===== config.mk =====
export PLATFORM = sky130hd
export DESIGN_NAME = mhpq_ctrl
export DESIGN_NICKNAME = d
export VERILOG_FILES = /design/src/rtl/mhpq_pkg.sv /design/src/rtl/mhpq_ctrl.sv
export SDC_FILE = /design/constraint.sdc
export NUM_CORES = 1
export LEC_CHECK = 0
export ABC_AREA = 1
export ABC_CLOCK_PERIOD_IN_PS = 1900
export BUFFER_PORTS_ARGS = -buffer_cell sky130_fd_sc_hd__clkbuf_2
export CAP_MARGIN = 20
export CELL_PAD_IN_SITES_DETAIL_PLACEMENT = 0
export CELL_PAD_IN_SITES_GLOBAL_PLACEMENT = 1
export CORE_MARGIN = 3
export CORE_UTILIZATION = 29
export DETAILED_ROUTE_END_ITERATION = 10
export GPL_TIMING_DRIVEN = 1
export PLACE_DENSITY = 0.77
export SYNTH_ARGS = -nofsm -noshare
export SYNTH_HDL_FRONTEND = slang
export SYNTH_SLANG_ARGS = --single-unit

===== constraint.sdc =====
create_clock -name clk -period 1.9 [get_ports clk]
set_input_delay 0.38 -clock clk [delete_from_list [all_inputs] [get_ports clk]]
set_output_delay 0.38 -clock clk [all_outputs]
set_load 0.03 [all_outputs]

===== src/rtl/mhpq_pkg.sv =====
// Shared types, constants and helpers for the max-heap priority queue.
package mhpq_pkg;

	localparam int CAPACITY = 127;
	localparam int DATA_W   = 32;
	localparam int POS_W    = $clog2(CAPACITY + 1);
	localparam int IDX_W    = $clog2(CAPACITY);
	localparam int CHILD_W  = POS_W + 1;
	localparam int COUNT_W  = 7;

	typedef logic signed [DATA_W-1:0] data_t;
	typedef logic [POS_W-1:0]         pos_t;
	typedef logic [IDX_W-1:0]         idx_t;
	typedef logic [CHILD_W-1:0]       child_t;
	typedef logic [COUNT_W-1:0]       count_out_t;

	typedef enum logic {
		MODE_INSERT = 1'b0,
		MODE_REMOVE = 1'b1
	} mode_t;

	typedef enum logic [1:0] {
		STATUS_OK    = 2'd0,
		STATUS_EMPTY = 2'd1,
		STATUS_FULL  = 2'd2
	} status_t;

	typedef enum logic [2:0] {
		ST_IDLE,
		ST_UP_CHK,
		ST_UP_CMP,
		ST_DN_LOAD,
		ST_DN_CHK,
		ST_DN_CMP,
		ST_FINISH
	} state_t;

	typedef struct packed {
		mode_t mode;
		data_t value;
	} req_t;

	typedef struct packed {
		status_t    status;
		data_t      top_value;
		logic       top_valid;
		count_out_t count;
	} rsp_t;

	// controller -> datapath
	typedef struct packed {
		logic    ld_insert;
		logic    ld_remove;
		logic    rd_parent;
		logic    rd_child;
		logic    ld_elem;
		logic    up_move;
		logic    dn_move;
		logic    wr_elem;
		logic    out_load;
		status_t out_status;
	} dp_cmd_t;

	// datapath -> controller
	typedef struct packed {
		logic full;
		logic empty;
		logic pos_root;
		logic up_swap;
		logic child_none;
		logic dn_swap;
		logic out_free;
	} dp_sts_t;

	// 1-based heap position to 0-based store index
	function automatic idx_t pos_to_idx(input pos_t p);
		pos_t d;
		d = p - pos_t'(1);
		return idx_t'(d);
	endfunction

	function automatic idx_t child_to_idx(input child_t c);
		child_t d;
		d = c - child_t'(1);
		return idx_t'(d);
	endfunction

endpackage


===== src/rtl/mhpq_ctrl.sv =====
// Sequencer for insert / sift-up and remove / sift-down.
module mhpq_ctrl (
	input  logic              clk,
	input  logic              arst_n,
	input  logic              req_valid,
	input  mhpq_pkg::mode_t   req_mode,
	output logic              req_stall,
	input  mhpq_pkg::dp_sts_t sts,
	output mhpq_pkg::dp_cmd_t cmd
);

	mhpq_pkg::state_t  state_q;
	mhpq_pkg::state_t  state_nx;
	mhpq_pkg::status_t status_q;
	logic              accept;

	assign req_stall = (state_q != mhpq_pkg::ST_IDLE);
	assign accept    = req_valid && (state_q == mhpq_pkg::ST_IDLE);

	always_ff @(posedge clk or negedge arst_n) begin
		if (!arst_n) begin
			state_q <= mhpq_pkg::ST_IDLE;
		end else begin
			state_q <= state_nx;
		end
	end

	// status of the transaction in flight
	always_ff @(posedge clk) begin
		if (accept) begin
			if (req_mode == mhpq_pkg::MODE_INSERT && sts.full) begin
				status_q <= mhpq_pkg::STATUS_FULL;
			end else if (req_mode == mhpq_pkg::MODE_REMOVE && sts.empty) begin
				status_q <= mhpq_pkg::STATUS_EMPTY;
			end else begin
				status_q <= mhpq_pkg::STATUS_OK;
			end
		end
	end

	always_comb begin
		state_nx = state_q;
		case (state_q)
			mhpq_pkg::ST_IDLE: begin
				if (accept) begin
					if (req_mode == mhpq_pkg::MODE_INSERT) begin
						state_nx = sts.full ? mhpq_pkg::ST_FINISH : mhpq_pkg::ST_UP_CHK;
					end else begin
						state_nx = sts.empty ? mhpq_pkg::ST_FINISH : mhpq_pkg::ST_DN_LOAD;
					end
				end
			end
			mhpq_pkg::ST_UP_CHK:  state_nx = sts.pos_root ? mhpq_pkg::ST_FINISH
			                                              : mhpq_pkg::ST_UP_CMP;
			mhpq_pkg::ST_UP_CMP:  state_nx = sts.up_swap ? mhpq_pkg::ST_UP_CHK
			                                             : mhpq_pkg::ST_FINISH;
			mhpq_pkg::ST_DN_LOAD: state_nx = mhpq_pkg::ST_DN_CHK;
			mhpq_pkg::ST_DN_CHK:  state_nx = sts.child_none ? mhpq_pkg::ST_FINISH
			                                                : mhpq_pkg::ST_DN_CMP;
			mhpq_pkg::ST_DN_CMP:  state_nx = sts.dn_swap ? mhpq_pkg::ST_DN_CHK
			                                             : mhpq_pkg::ST_FINISH;
			mhpq_pkg::ST_FINISH: begin
				if (sts.out_free) begin
					state_nx = mhpq_pkg::ST_IDLE;
				end
			end
			default: state_nx = mhpq_pkg::ST_IDLE;
		endcase
	end

	always_comb begin
		cmd            = '0;
		cmd.out_status = status_q;
		case (state_q)
			mhpq_pkg::ST_IDLE: begin
				if (accept) begin
					cmd.ld_insert = (req_mode == mhpq_pkg::MODE_INSERT) && !sts.full;
					cmd.ld_remove = (req_mode == mhpq_pkg::MODE_REMOVE) && !sts.empty;
				end
			end
			mhpq_pkg::ST_UP_CHK: begin
				cmd.wr_elem   = sts.pos_root;
				cmd.rd_parent = !sts.pos_root;
			end
			mhpq_pkg::ST_UP_CMP: begin
				cmd.up_move = sts.up_swap;
				cmd.wr_elem = !sts.up_swap;
			end
			mhpq_pkg::ST_DN_LOAD: cmd.ld_elem = 1'b1;
			mhpq_pkg::ST_DN_CHK: begin
				cmd.wr_elem  = sts.child_none;
				cmd.rd_child = !sts.child_none;
			end
			mhpq_pkg::ST_DN_CMP: begin
				cmd.dn_move = sts.dn_swap;
				cmd.wr_elem = !sts.dn_swap;
			end
			mhpq_pkg::ST_FINISH: cmd.out_load = sts.out_free;
			default: cmd = '0;
		endcase
	end

`ifndef SYNTHESIS
	a_full_goes_finish: assert property (@(posedge clk) disable iff (!arst_n)
		(accept && req_mode == mhpq_pkg::MODE_INSERT && sts.full)
		|=> (state_q == mhpq_pkg::ST_FINISH && status_q == mhpq_pkg::STATUS_FULL))
		else $error("full insert did not finish directly");
	a_one_write: assert property (@(posedge clk) disable iff (!arst_n)
		$onehot0({cmd.up_move, cmd.dn_move, cmd.wr_elem}))
		else $error("more than one store write");
	a_load_then_idle: assert property (@(posedge clk) disable iff (!arst_n)
		cmd.out_load |=> state_q == mhpq_pkg::ST_IDLE)
		else $error("result loaded but controller not idle");
`endif

endmodule


==> metrics.md <==
| Metric | Value |
|---|---|
| Hold violation total from the final report | 0 |
| Min-Delay Startpoint | sts[5] |
| Setup repair after global routing missed its margin | false |
| CP startpoint kind | flop |
| Half-perimeter wire length after detailed placement | around 830 um |
| Count of cells along the worst register-to-register path | 6 |
| Class of the worst hold path | primary input to flop |
| Outcome | finished clean |
| Die H | ~45 um |
| Via count of the first global-routing pass | 380 |
| Final net count | 109 |
| I/O pin total | 23 |
| CTS Root Cell | sky130_fd_sc_hd__clkbuf_4 |
| Endpoint type of the worst setup path | output pin |
| Yosys cell types | 18 |
| Core occupancy in the finished layout | a little over two fifths |
| Hold EP | status_q[0]$_SDFFCE_PP0P_ |
| Fraction of final layout cells sized beyond drive strength 1 | about 33% |
| Critical path type | flop to output pin |
| Clk Latency, worst-skew pair | 0.24 ns |
| Critical path arrival | ~1.4 ns |
| Starting utilization of the core area | between 30% and 40% |
| Via count | a little under 500 |
| Top layer in use | met3 |
| Most used DFF post-synth | sky130_fd_sc_hd__dfrtp_1 |
| Peak clock frequency supported by timing | ~550 MHz |
| Crit share post-route | 95.0% |
| Routed length on met1 | 434 um |
| DRC | 0 |
| Setup slack, reg-to-reg | a little over 0.7 ns |
| Routed length per placed instance | slightly below 9 um |
| Remaining antenna violation count | 0 |
| Worst-margin pin slew | around 0.26 ns |
| Maximum number of pins on one net before global-route repair | 11 |
| Final setup fails | 0 |
| TritonCTS clock tree | yes |
| Wire length of the first global-routing pass | between 1.5 and 2 mm |
| Most frequent standard cell in the layout excluding fill and tap cells | sky130_fd_sc_hd__clkbuf_2 |
| Max Root-Sink Buffers | 2 |
| Leakage | 0.390 nW |
| Number of H-tree branching levels | 1 |
| End of the worst register-to-register path | state_q[1]$_DFFE_PN0P_ |
| Floorplan die width | approximately 45 um |
| Final-layout fill cell count | 148 |
| Count of buffers inserted at the top-level ports | 22 |
| Number of nets produced by synthesis | approximately 80 |
| Sum Neg Setup Slack | 0 ns |
| Overall overflow remaining after global route | 0 |
| Final period demand of the worst path | between 1.5 and 2 ns |
| Core outline area | between 1000 and 1500 sq um |
| Routed length on met2 | about 450 um |
| First drt pass iteration count | 4 |
| Slew headroom | between 80% and 90% |
| Skew final | approximately 0.0026 ns |
| Sequential element share of the synthesized area | a little under a third |
| CTS clk-pin slew, worst paths | 0.04 ns |
| Highest-count cells in the layout ignoring fill and taps | 22 x sky130_fd_sc_hd__clkbuf_2, 17 x sky130_fd_sc_hd__nand2_1, 15 x sky130_fd_sc_hd__inv_1 |
| Total count of max-transition violations in the final report | 0 |
| Yosys warns | 0 |
| Routed length on met3 | about 94 um |
| 1st-iter DRT viols | 13 |
| Std-Cell Rows | 13 |
| Post-synthesis async set-or-reset flop share | 60.0% |
| Die Outline Area | roughly 2000 sq um |
| Wirelength, routed | about 1000 um |
| Post-synth EDFFs | 2 |
| Syn-to-layout area delta | 35.2% |
| Overall routing resource usage | 10.1% |
| Max capacitance violation total | 0 |
| Clock buffer count from CTS | 3 |
| Clock net sink count | 5 |
| PD cells | about 1500 nW/um^2 |
| Routability cong. | 0.774 |
| Post-Syn Area | 440 sq um |
| Worst Hold Path Cells | 3 |
| Post-synthesis area per instance | between 6 and 7 sq um |
| Worst path required time | about 1.5 ns |
| Cells after synthesis | 71 |
| Number of antenna violations at the first check in global routing | 0 |
| Total inserted antenna cells | 0 |
| IR Drop Worst-Case VDD | 615 uV |
| Synthesis-stage register bit count | 5 |
| Maximum net fanout on the critical path | 6 |
| Number of post-CTS setup repair buffers | 0 |
| R2r startpoint | state_q[1]$_DFFE_PN0P_ |
| Via/cell ratio | 4.41 |
==> stage by stage <==
| step | power, mW | hold WS, ns | worst slack [ns] | instance area (sq um) | std cells |
|---|---|---|---|---|---|
| global route | 0.952 | 0.439 | 0.0124 | 596 | 112 |
| finish | 0.864 | 0.418 | 0.0950 | 596 | 112 |
| detailed placement | 0.742 | 0.178 | 0.273 | 558 | 107 |
| CTS | 0.867 | 0.418 | 0.00293 | 594 | 112 |
| global placement | 0.753 | 0.180 | 0.291 | 558 | 107 |
| floorplan | 0.630 | 0.0844 | 0.153 | 440 | 71 |
==> flip-flops by register name, summed over array words and instances (netlist names) <==
| name | cells |
|---|---|
| state_q | 3 |
| status_q | 2 |
==> power breakdown <==
group | internal (mW) | leakage [nW] | switching, mW
clock network | 0.0792 | 0.0150 | 0.0407
logic | 0.167 | 0.320 | 0.352
registers | 0.156 | 0.0551 | 0.0692
==> synth_stat cells (2+ instances only) <==
| library cell | n | share of area, % |
|---|---|---|
| sky130_fd_sc_hd__nand2_2 | 2 | 2.8 |
| sky130_fd_sc_hd__nor2_1 | 12 | 10 |
| sky130_fd_sc_hd__edfxtp_1 | 2 | 14 |
| sky130_fd_sc_hd__nand3_1 | 7 | 8.0 |
| sky130_fd_sc_hd__inv_1 | 16 | 14 |
| sky130_fd_sc_hd__nand2_1 | 17 | 14 |
| sky130_fd_sc_hd__nor3_1 | 2 | 2.3 |
| sky130_fd_sc_hd__dfrtp_1 | 3 | 17 |
==> critical path, cell delays in order, from the launching register on <==
cell and delay, ns:
sky130_fd_sc_hd__dfrtp_1 0.48, sky130_fd_sc_hd__inv_1 0.12, sky130_fd_sc_hd__nand3_1 0.13, sky130_fd_sc_hd__nor2_1 0.06, sky130_fd_sc_hd__or2_1 0.22, sky130_fd_sc_hd__clkbuf_2 0.18
==> cell families after synthesis <==
logic type             synth area share [%]
buffers and inverters                  16.2
flip-flops                             30.7
AND/OR/NAND/NOR                        50.3
AO/OA/AOI/OAI                          2.84
==> layout make-up <==
| type | count | area [sq um] | area share (%) |
|---|---|---|---|
| inverters | 16 | 60.1 | 10.1 |
| clock buffers | 4 | 26.3 | 4.41 |
| repair buffers | 23 | 120 | 20.2 |
| well taps | 15 | 18.8 | 3.15 |
| flip-flops and latches | 5 | 136 | 22.9 |
| multi-input cells | 49 | 234 | 39.3 |
==> repair_timing <==
item                                    4_1_cts  5_1_grt
endpoints found under the setup margin        0        3
gates resized for setup                       0        2
endpoints found under the hold margin         3        0
hold buffers                                  1        0
==> routing by layer <==
metal / GRT usage (%) / up-vias
li1: - / 273
met1: 13.4 / 200
met2: 15.0 / 21
met3: 4.78 / 0
met4: 1.75 / 0
met5: 0 / -
==> worst max-delay path by stage <==
stage	slack, ns	from	end
after global placement	0.29	state_q[0]$_DFFE_PN0P_	cmd[3]
final	0.09	state_q[1]$_DFFE_PN0P_	cmd[3]
after global routing	0.01	state_q[1]$_DFFE_PN0P_	cmd[3]
after detailed placement	0.27	state_q[0]$_DFFE_PN0P_	cmd[3]
after floorplan	0.15	state_q[1]$_DFFE_PN0P_	cmd[4]
after CTS	0.003	state_q[0]$_DFFE_PN0P_	cmd[3]
No activity file was read; power rests on OpenSTA's default activity.
